**config.mk**
```make
export PLATFORM = sky130hd
export DESIGN_NAME = xis_front_flat
export DESIGN_NICKNAME = d
export VERILOG_FILES = /design/src/rtl/xis_pkg.sv /design/src/rtl/xis_in_if.sv /design/src/rtl/xis_front.sv /design/src/flat_wrapper.sv
export SDC_FILE = /design/constraint.sdc
export NUM_CORES = 1
export LEC_CHECK = 0
export BUFFER_PORTS_ARGS = -buffer_cell sky130_fd_sc_hd__buf_2
export CAP_MARGIN = 20
export CELL_PAD_IN_SITES_DETAIL_PLACEMENT = 1
export CELL_PAD_IN_SITES_GLOBAL_PLACEMENT = 1
export CORE_MARGIN = 3
export CORE_UTILIZATION = 47
export CTS_CLUSTER_SIZE = 10
export DETAILED_ROUTE_END_ITERATION = 10
export PLACE_DENSITY = 0.86
export SYNTH_ARGS = -nofsm -noshare
export SYNTH_HDL_FRONTEND = slang
export SYNTH_SLANG_ARGS = --single-unit
```
**constraint.sdc**
```tcl
create_clock -name clk -period 4.05 [get_ports clk]
set_input_delay 0.2025 -clock clk [delete_from_list [all_inputs] [get_ports clk]]
set_output_delay 0.2025 -clock clk [all_outputs]
set_load 0.01 [all_outputs]
```
**src/rtl/xis_pkg.sv**
```systemverilog
// Shared constants, opcode codes, item types and helper functions for the x86 subset step core.
package xis_pkg;

  localparam int unsigned MEM_BYTES_DEF = 1048576;

  localparam logic [31:0] RESET_VECTOR = 32'h0000_7C00;
  localparam logic [15:0] SERIAL_PORT  = 16'h03F8;

  localparam logic [2:0] EAX_IX = 3'd0;
  localparam logic [2:0] EDX_IX = 3'd2;
  localparam logic [2:0] ESP_IX = 3'd4;
  localparam logic [2:0] EBP_IX = 3'd5;

  localparam logic [1:0] STOP_RUN   = 2'd0;
  localparam logic [1:0] STOP_HALT  = 2'd1;
  localparam logic [1:0] STOP_OPC   = 2'd2;
  localparam logic [1:0] STOP_MODRM = 2'd3;

  localparam logic [1:0] FAULT_NONE  = 2'd0;
  localparam logic [1:0] FAULT_OPC   = 2'd1;
  localparam logic [1:0] FAULT_MODRM = 2'd2;

  localparam logic CFG_START_PC    = 1'b0;
  localparam logic CFG_START_STACK = 1'b1;

  localparam logic MODE_LOAD = 1'b0;
  localparam logic MODE_STEP = 1'b1;

  localparam logic [1:0] MOD_IND   = 2'd0;
  localparam logic [1:0] MOD_D8    = 2'd1;
  localparam logic [1:0] MOD_D32   = 2'd2;
  localparam logic [1:0] MOD_REG   = 2'd3;
  localparam logic [2:0] RM_SIB    = 3'd4;
  localparam logic [2:0] RM_DISP32 = 3'd5;

  localparam logic [2:0] SUB_ADD = 3'd0;
  localparam logic [2:0] SUB_SUB = 3'd5;
  localparam logic [2:0] SUB_CMP = 3'd7;
  localparam logic [2:0] SUB_INC = 3'd0;

  localparam logic [7:0] OP_ADD_RM_R    = 8'h01;
  localparam logic [7:0] OP_CMP_R_RM    = 8'h3B;
  localparam logic [7:0] OP_PUSH_R      = 8'h50;
  localparam logic [7:0] OP_POP_R       = 8'h58;
  localparam logic [7:0] OP_PUSH_IMM32  = 8'h68;
  localparam logic [7:0] OP_PUSH_IMM8   = 8'h6A;
  localparam logic [7:0] OP_JCC         = 8'h70;
  localparam logic [7:0] OP_GRP83       = 8'h83;
  localparam logic [7:0] OP_MOV_RM_R    = 8'h89;
  localparam logic [7:0] OP_MOV_R_RM    = 8'h8B;
  localparam logic [7:0] OP_MOV_R_IMM   = 8'hB8;
  localparam logic [7:0] OP_RET         = 8'hC3;
  localparam logic [7:0] OP_MOV_RM_IMM  = 8'hC7;
  localparam logic [7:0] OP_LEAVE       = 8'hC9;
  localparam logic [7:0] OP_CALL        = 8'hE8;
  localparam logic [7:0] OP_JMP32       = 8'hE9;
  localparam logic [7:0] OP_JMP8        = 8'hEB;
  localparam logic [7:0] OP_IN          = 8'hEC;
  localparam logic [7:0] OP_OUT         = 8'hEE;
  localparam logic [7:0] OP_GRPFF       = 8'hFF;

  localparam logic [3:0] CC_O  = 4'h0;
  localparam logic [3:0] CC_NO = 4'h1;
  localparam logic [3:0] CC_C  = 4'h2;
  localparam logic [3:0] CC_NC = 4'h3;
  localparam logic [3:0] CC_Z  = 4'h4;
  localparam logic [3:0] CC_NZ = 4'h5;
  localparam logic [3:0] CC_S  = 4'h8;
  localparam logic [3:0] CC_NS = 4'h9;
  localparam logic [3:0] CC_L  = 4'hC;
  localparam logic [3:0] CC_LE = 4'hE;

  typedef struct packed {
    logic        mode;
    logic [19:0] load_address;
    logic [7:0]  load_byte;
    logic [7:0]  port_in_byte;
  } item_t;

  typedef struct packed {
    logic        port_out_valid;
    logic [7:0]  port_out_byte;
    logic        port_in_used;
    logic        halted;
    logic [1:0]  fault;
    logic [31:0] pc;
    logic [3:0]  flags;
    logic [31:0] accumulator;
  } result_t;

  function automatic logic [31:0] sext8(input logic [7:0] b);
    return {{24{b[7]}}, b};
  endfunction

  // flags of a - b: {overflow, sign, zero, carry}
  function automatic logic [3:0] sub_flags(input logic [31:0] a, input logic [31:0] b);
    logic [31:0] r;
    r = a - b;
    return {((a[31] ^ b[31]) & (a[31] ^ r[31])), r[31], (r == 32'd0), (a < b)};
  endfunction

endpackage

```
**src/rtl/xis_in_if.sv**
```systemverilog
// Input channel interface: valid/ready handshake with the load or step item payload.
interface xis_in_if;
  logic        valid;
  logic        ready;
  logic        mode;
  logic [19:0] load_address;
  logic [7:0]  load_byte;
  logic [7:0]  port_in_byte;

  modport source (output valid, output mode, output load_address, output load_byte,
                  output port_in_byte, input ready);
  modport sink   (input valid, input mode, input load_address, input load_byte,
                  input port_in_byte, output ready);
endinterface

```
**src/rtl/xis_front.sv**
```systemverilog
// Front end: accepts input transactions into a two-entry queue ahead of the executor.
module xis_front (
  input  logic          clk,
  input  logic          rst_n,
  input  logic          en,
  xis_in_if.sink        in_ch,
  output xis_pkg::item_t q_item,
  output logic          q_valid,
  input  logic          q_pop
);

  xis_pkg::item_t ent_r [2];
  logic           wptr_r, rptr_r;
  logic [1:0]     cnt_r;
  logic           push;

  assign in_ch.ready = en && (cnt_r != 2'd2);
  assign push        = in_ch.valid && in_ch.ready;
  assign q_item      = ent_r[rptr_r];
  assign q_valid     = (cnt_r != 2'd0);

  always_ff @(posedge clk) begin
    if (!rst_n) begin
      wptr_r <= 1'b0;
      rptr_r <= 1'b0;
      cnt_r  <= 2'd0;
    end else begin
      if (push) begin
        wptr_r <= ~wptr_r;
      end
      if (q_pop) begin
        rptr_r <= ~rptr_r;
      end
      cnt_r <= cnt_r + {1'b0, push} - {1'b0, q_pop};
    end
  end

  always_ff @(posedge clk) begin
    if (push) begin
      ent_r[wptr_r] <= '{mode: in_ch.mode, load_address: in_ch.load_address,
                         load_byte: in_ch.load_byte, port_in_byte: in_ch.port_in_byte};
    end
  end

endmodule

```
**src/flat_wrapper.sv**
```systemverilog
// flat-port wrapper written by rule: the top's interface ports become plain ports
module xis_front_flat 
  (clk, rst_n, en, q_item, q_valid, q_pop, in_ch_valid, in_ch_mode, in_ch_load_address, in_ch_load_byte, in_ch_port_in_byte, in_ch_ready);
  xis_in_if in_ch_i ();
  input  logic clk;
  input  logic rst_n;
  input  logic en;
  output xis_pkg::item_t q_item;
  output logic q_valid;
  input  logic q_pop;
  input wire logic [$bits(in_ch_i.valid)-1:0] in_ch_valid;
  input wire logic [$bits(in_ch_i.mode)-1:0] in_ch_mode;
  input wire logic [$bits(in_ch_i.load_address)-1:0] in_ch_load_address;
  input wire logic [$bits(in_ch_i.load_byte)-1:0] in_ch_load_byte;
  input wire logic [$bits(in_ch_i.port_in_byte)-1:0] in_ch_port_in_byte;
  output wire logic [$bits(in_ch_i.ready)-1:0] in_ch_ready;
  assign in_ch_i.valid = in_ch_valid;
  assign in_ch_i.mode = in_ch_mode;
  assign in_ch_i.load_address = in_ch_load_address;
  assign in_ch_i.load_byte = in_ch_load_byte;
  assign in_ch_i.port_in_byte = in_ch_port_in_byte;
  assign in_ch_ready = in_ch_i.ready;
  xis_front u_core (.clk(clk), .rst_n(rst_n), .en(en), .in_ch(in_ch_i), .q_item(q_item), .q_valid(q_valid), .q_pop(q_pop));
endmodule
```
Yosys cells after proc, flatten, opt, wreduce, memory -nomap -nowiden

Memories as Yosys holds them, arrays and structs flattened. A register that Yosys moved wholly into a read port is not among the register bits.
Cells that the tools add are included.

Memory bits (writable): 74
Flip-flop bits (word level): 4
Logic and storage cells: 16
Input bits: 42
Memories kept: 1
Output and inout bits: 39

Memories:

| memory       | words | bits a word | rd ports | clocked after Yosys merged registers in | write ports | line            | RTL |
|---|---|---|---|---|---|---|---|
| u_core.ent_r | 2     | 37          | 1        | 1                                       | 1           | xis_front.sv:12 | `xis_pkg::item_t ent_r [2];` |

Mux-type cells: 4
Add/subtract/negate cells: 2
Equality and inequality tests: 1
Bitwise gates (word level): 2
Reduce and logical (&&, ||, !) cells: 3

Operators with widths:

| cell                 | count |
|---|---|
| $mux W1              | 4 |
| $add A2 B1 Y2        | 1 |
| $logic_and A1 B1 Y1  | 2 |
| $ne A2 B2 Y1 const B | 1 |
| $not A1 Y1           | 2 |
| $reduce_bool A2 Y1   | 1 |
| $sub A2 B1 Y2        | 1 |

Depth between registers and ports, before layout

Word-level depth: 5
Mapped depth: 7
Depth with buffers taken out: 7

Worst setup path after synthesis

OpenSTA, ideal clock, no wires.

Path type: register to register
Start point: register u_core.cnt_r[0]
End point: memory u_core.ent_r[0][0] (netlist bit) (enable)
Cell stages (with the launch flop): 4
Path buffers: 0
Arrival: 2.324 ns
Setup time: 0.436 ns
Data required time: 3.614 ns
Period minus slack after synthesis: 2.760 ns
Setup slack: 1.290 ns
Cell sequence: dfxtp_1 -> nand2b_1 -> and3_1 -> nor2b_1

Word-level cells in the longest chain between the ends: 5

Ends and longest elaborated chain:

| element                       | line            | RTL |
|---|---|---|
| from (decl)                   | xis_front.sv:14 | `logic [1:0] cnt_r;` |
| from (signal assigned)        | xis_front.sv:34 | `cnt_r <= cnt_r + {1'b0, push} - {1'b0, q_pop};` |
| $ne A2 B2 Y1                  | xis_front.sv:17 | `assign in_ch.ready = en && (cnt_r != 2'd2);` |
| $logic_and A1 B1 Y1           | xis_front.sv:17 |  |
| $logic_and A1 B1 Y1           | xis_front.sv:18 | `assign push = in_ch.valid && in_ch.ready;` |
| $mux W1                       | xis_front.sv:39 | `if (push) begin` |
| $mux W1 (not written as such) | xis_front.sv:40 | `ent_r[wptr_r] <= '{mode: in_ch.mode, load_address: in_ch.load_address,` |
| to (decl)                     | xis_front.sv:12 |  |

No other way between the ends.

==> impl_results.md <==
* Drt drc at 0
* Syn Area/Cell at 21.6 um^2
* Skew final at 0.00995 ns
* Max-Slew Margin vs Limit at 39.6%
* Netlist Area Pre-Place at 0.00306 mm^2
* N_diodes at 0
* GRT overflow at 0
* Synth Net Count at 186
* Synth Instances at 142
* Die height at 86.7 um
* Slew @ Worst Pin at 0.906 ns
* GRT Util Overall at 16.1%
* Clock transition at the registers of the reported paths at 0.08 ns
* # hold bufs at CTS at 0
* Net Switching at 0.387 mW
* Die X at 86.7 um
* Min-delay worst type: input port to flop
* CP Capture Type: output pin
* Worst Hold Depth at 1
* VDD IR max at 0.240 mV
* Cell count of the worst reg-to-reg path at 3
* Detailed-route wire length at 5730 um
* Yosys top cell area share at 72.5%
* Power density cells at 463 mW/mm^2
* IO Count at 81
* Routed WL per cell at 18.4 um
* Post-DR vias/cell at 4.90
* Vias in the first global route at 1651
* IO Port Bufs at 80
* FP Rows at 28
* Starting Density at 50.0%
* Cell Int Power at 1.34 mW
* Synth area leaders: edfxtp_1 (73%), mux2_4 (15%), dfxtp_1 (3.3%)
* Post-Layout Cell Count at 311
* Design area at 0.00372 mm^2
* Gp weighted congestion at 0.673
* Root buffer cell: clkbuf_8
* Fin crit share at 48.0%
* Final Hold Violating Endpoints at 0
* Sequential share of the synthesized area at 75.8%
* Area added between synthesis and finish at 21.6%
* Worst Hold Launch: in_ch_load_byte[6]
* Fmax at 0.515 GHz
* Status: complete, no violations
* MaxCap Viol Count at 0
* Largest net degree at the start of global routing at 38
* CTS tree: done
* Final setup viols at 0
* Worst r2r src: u_core.cnt_r[0]$_SDFF_PN0_
* Fin nets at 275
* DP Area at 0.00352 mm^2
* Fin. max-slew vios at 0
* DR vias at 1525
* Logic pwr share at 12.7%
* Post-route ant nets at 0
* DPL Wire Length at 4180 um
* Final Power at 1.72 mW
* Drt pass-1 iters at 4
* Die footprint at 0.00752 mm^2
* CTS sink cnt at 79
* Clock power frac at 31.7%
* Worst-skew pair later-pin latency at 0.33 ns
* #FFs+latches synth at 79
* Finished Core Util at 60.8%
* Startpoint Class: flop
* Drt initial violations at 74
* Sequential fraction of design power at 55.7%
* CTS buffer count at 9
* Initial antenna violation count at 0
* Core area at 0.00613 mm^2
* P_leak at 1.47 nW
* RSZ-0062 raised after global routing: false
* Post-CTS Setup Inserts at 0
* Worst endpoint required time at 3.85 ns
* WS Path Type: flop to output pin
* H-tree depth at 3
* Crit Path Max Fanout at 25
* First-pass GRT wire length at 8640 um
* Crit path time final at 1.94 ns
* # fillers at 585
* Arrival time worst endpoint at 1.74 ns
* Switch share at 22.5%
* Setup_tns at 0 ns
* Dominant cell type by area after synthesis: edfxtp_1
* Cell count after placement at 294
* Post_cts resized at 0
* Synth cell types at 19
* Synthesis Warnings at 0
* Layout cell share with drive strength beyond 1 at 58.1%
* CTS Buffer Depth at 2
-- final timing paths --
path,end,slack [ns]
worst min-delay path,u_core.ent_r[0][14]$_DFFE_PP_,0.05
worst max register to register,u_core.ent_r[1][24]$_DFFE_PP_,2.18
worst max-delay path,q_item[0],2.11
worst min register to register,u_core.wptr_r$_SDFFE_PN0N_,0.53
-- layout make-up --
type | instances | area, um^2 | share of cell area [%]
Multi-Input combinational cell | 56 | 667 | 17.9
Inverter | 3 | 11.3 | 0.302
Clock buffer | 10 | 128 | 3.43
Clock inverter | 6 | 61.3 | 1.65
Timing Repair Buffer | 82 | 440 | 11.8
Tap cell | 75 | 93.8 | 2.52
Sequential cell | 79 | 2320 | 62.4
-- state kept, by name (all words and copies together), names as in the netlist, named ones only --
register       cells
u_core.rptr_r      1
u_core.ent_r      74
u_core.cnt_r       2
u_core.wptr_r      1
-- per-stage QoR --
stage          setup slack [ns]  hold slack [ns]
5_1_grt                    2.00           0.0379
6_report                   2.11           0.0541
2_1_floorplan              1.29            0.301
3_5_place_dp               2.04            0.395
4_1_cts                    2.02           0.0361
3_3_place_gp               2.08            0.391
-- power groups by stage --
| stage | clock, mW | combinational, mW | sequential (mW) |
|---|---|---|---|
| after detailed placement | 0 | 0.218 | 0.980 |
| after CTS | 0.561 | 0.220 | 0.961 |
| after global routing | 0.603 | 0.237 | 0.964 |
| after floorplan | 0 | 0.151 | 0.967 |
| after global placement | 0 | 0.198 | 0.987 |
| final | 0.546 | 0.218 | 0.960 |
-- critical path: stages (launching register included) --
cell	delay (ns)
dfxtp_2	0.62
buf_12	0.27
mux2_2	0.36
buf_2	0.14
-- logic make-up after synthesis --
family / after synthesis / synth area share (%)
fa+ha+maj: 2 / 0.817
xor+xnor: 2 / 0.572
simple gates: 14 / 2.49
flops: 79 / 75.8
buf+inv: 7 / 2.70
mux: 38 / 17.6
-- layout by cell type (no fill, tap or decap), drive strengths merged, types with 2 or more instances in the layout --
cell type and count:
ha 2, inv 3, dfxtp 5, edfxtp 74
clkbuf 10, buf 82, clkinvlp 3, nor2 3
nand2b 2, and2 4, mux2 37, clkinv 2
-- synth_stat cells --
cell       n
edfxtp_1  74
mux2_4    30
mux2_2     7
dfxtp_1    5
and2_1     4
buf_12     3
inv_1      3
nor2_1     3
ha_1       2
nand2b_1   2
and3_1     1
buf_6      1
mux2i_1    1
nand2_1    1
nor2b_1    1
nor3_1     1
or2_2      1
xnor2_1    1
xor2_1     1
-- per-layer routing --
layer	share of wire (%)	wire length, um	track usage (%)	vias to the layer above
met5	0	0	0	-
met4	2.6	150	9.49	0
met3	4.5	256	2.28	8
met2	55	3140	28.9	48
met1	38	2180	18.2	752
li1	-	-	-	717
No activity file was read; power rests on OpenSTA's default activity.
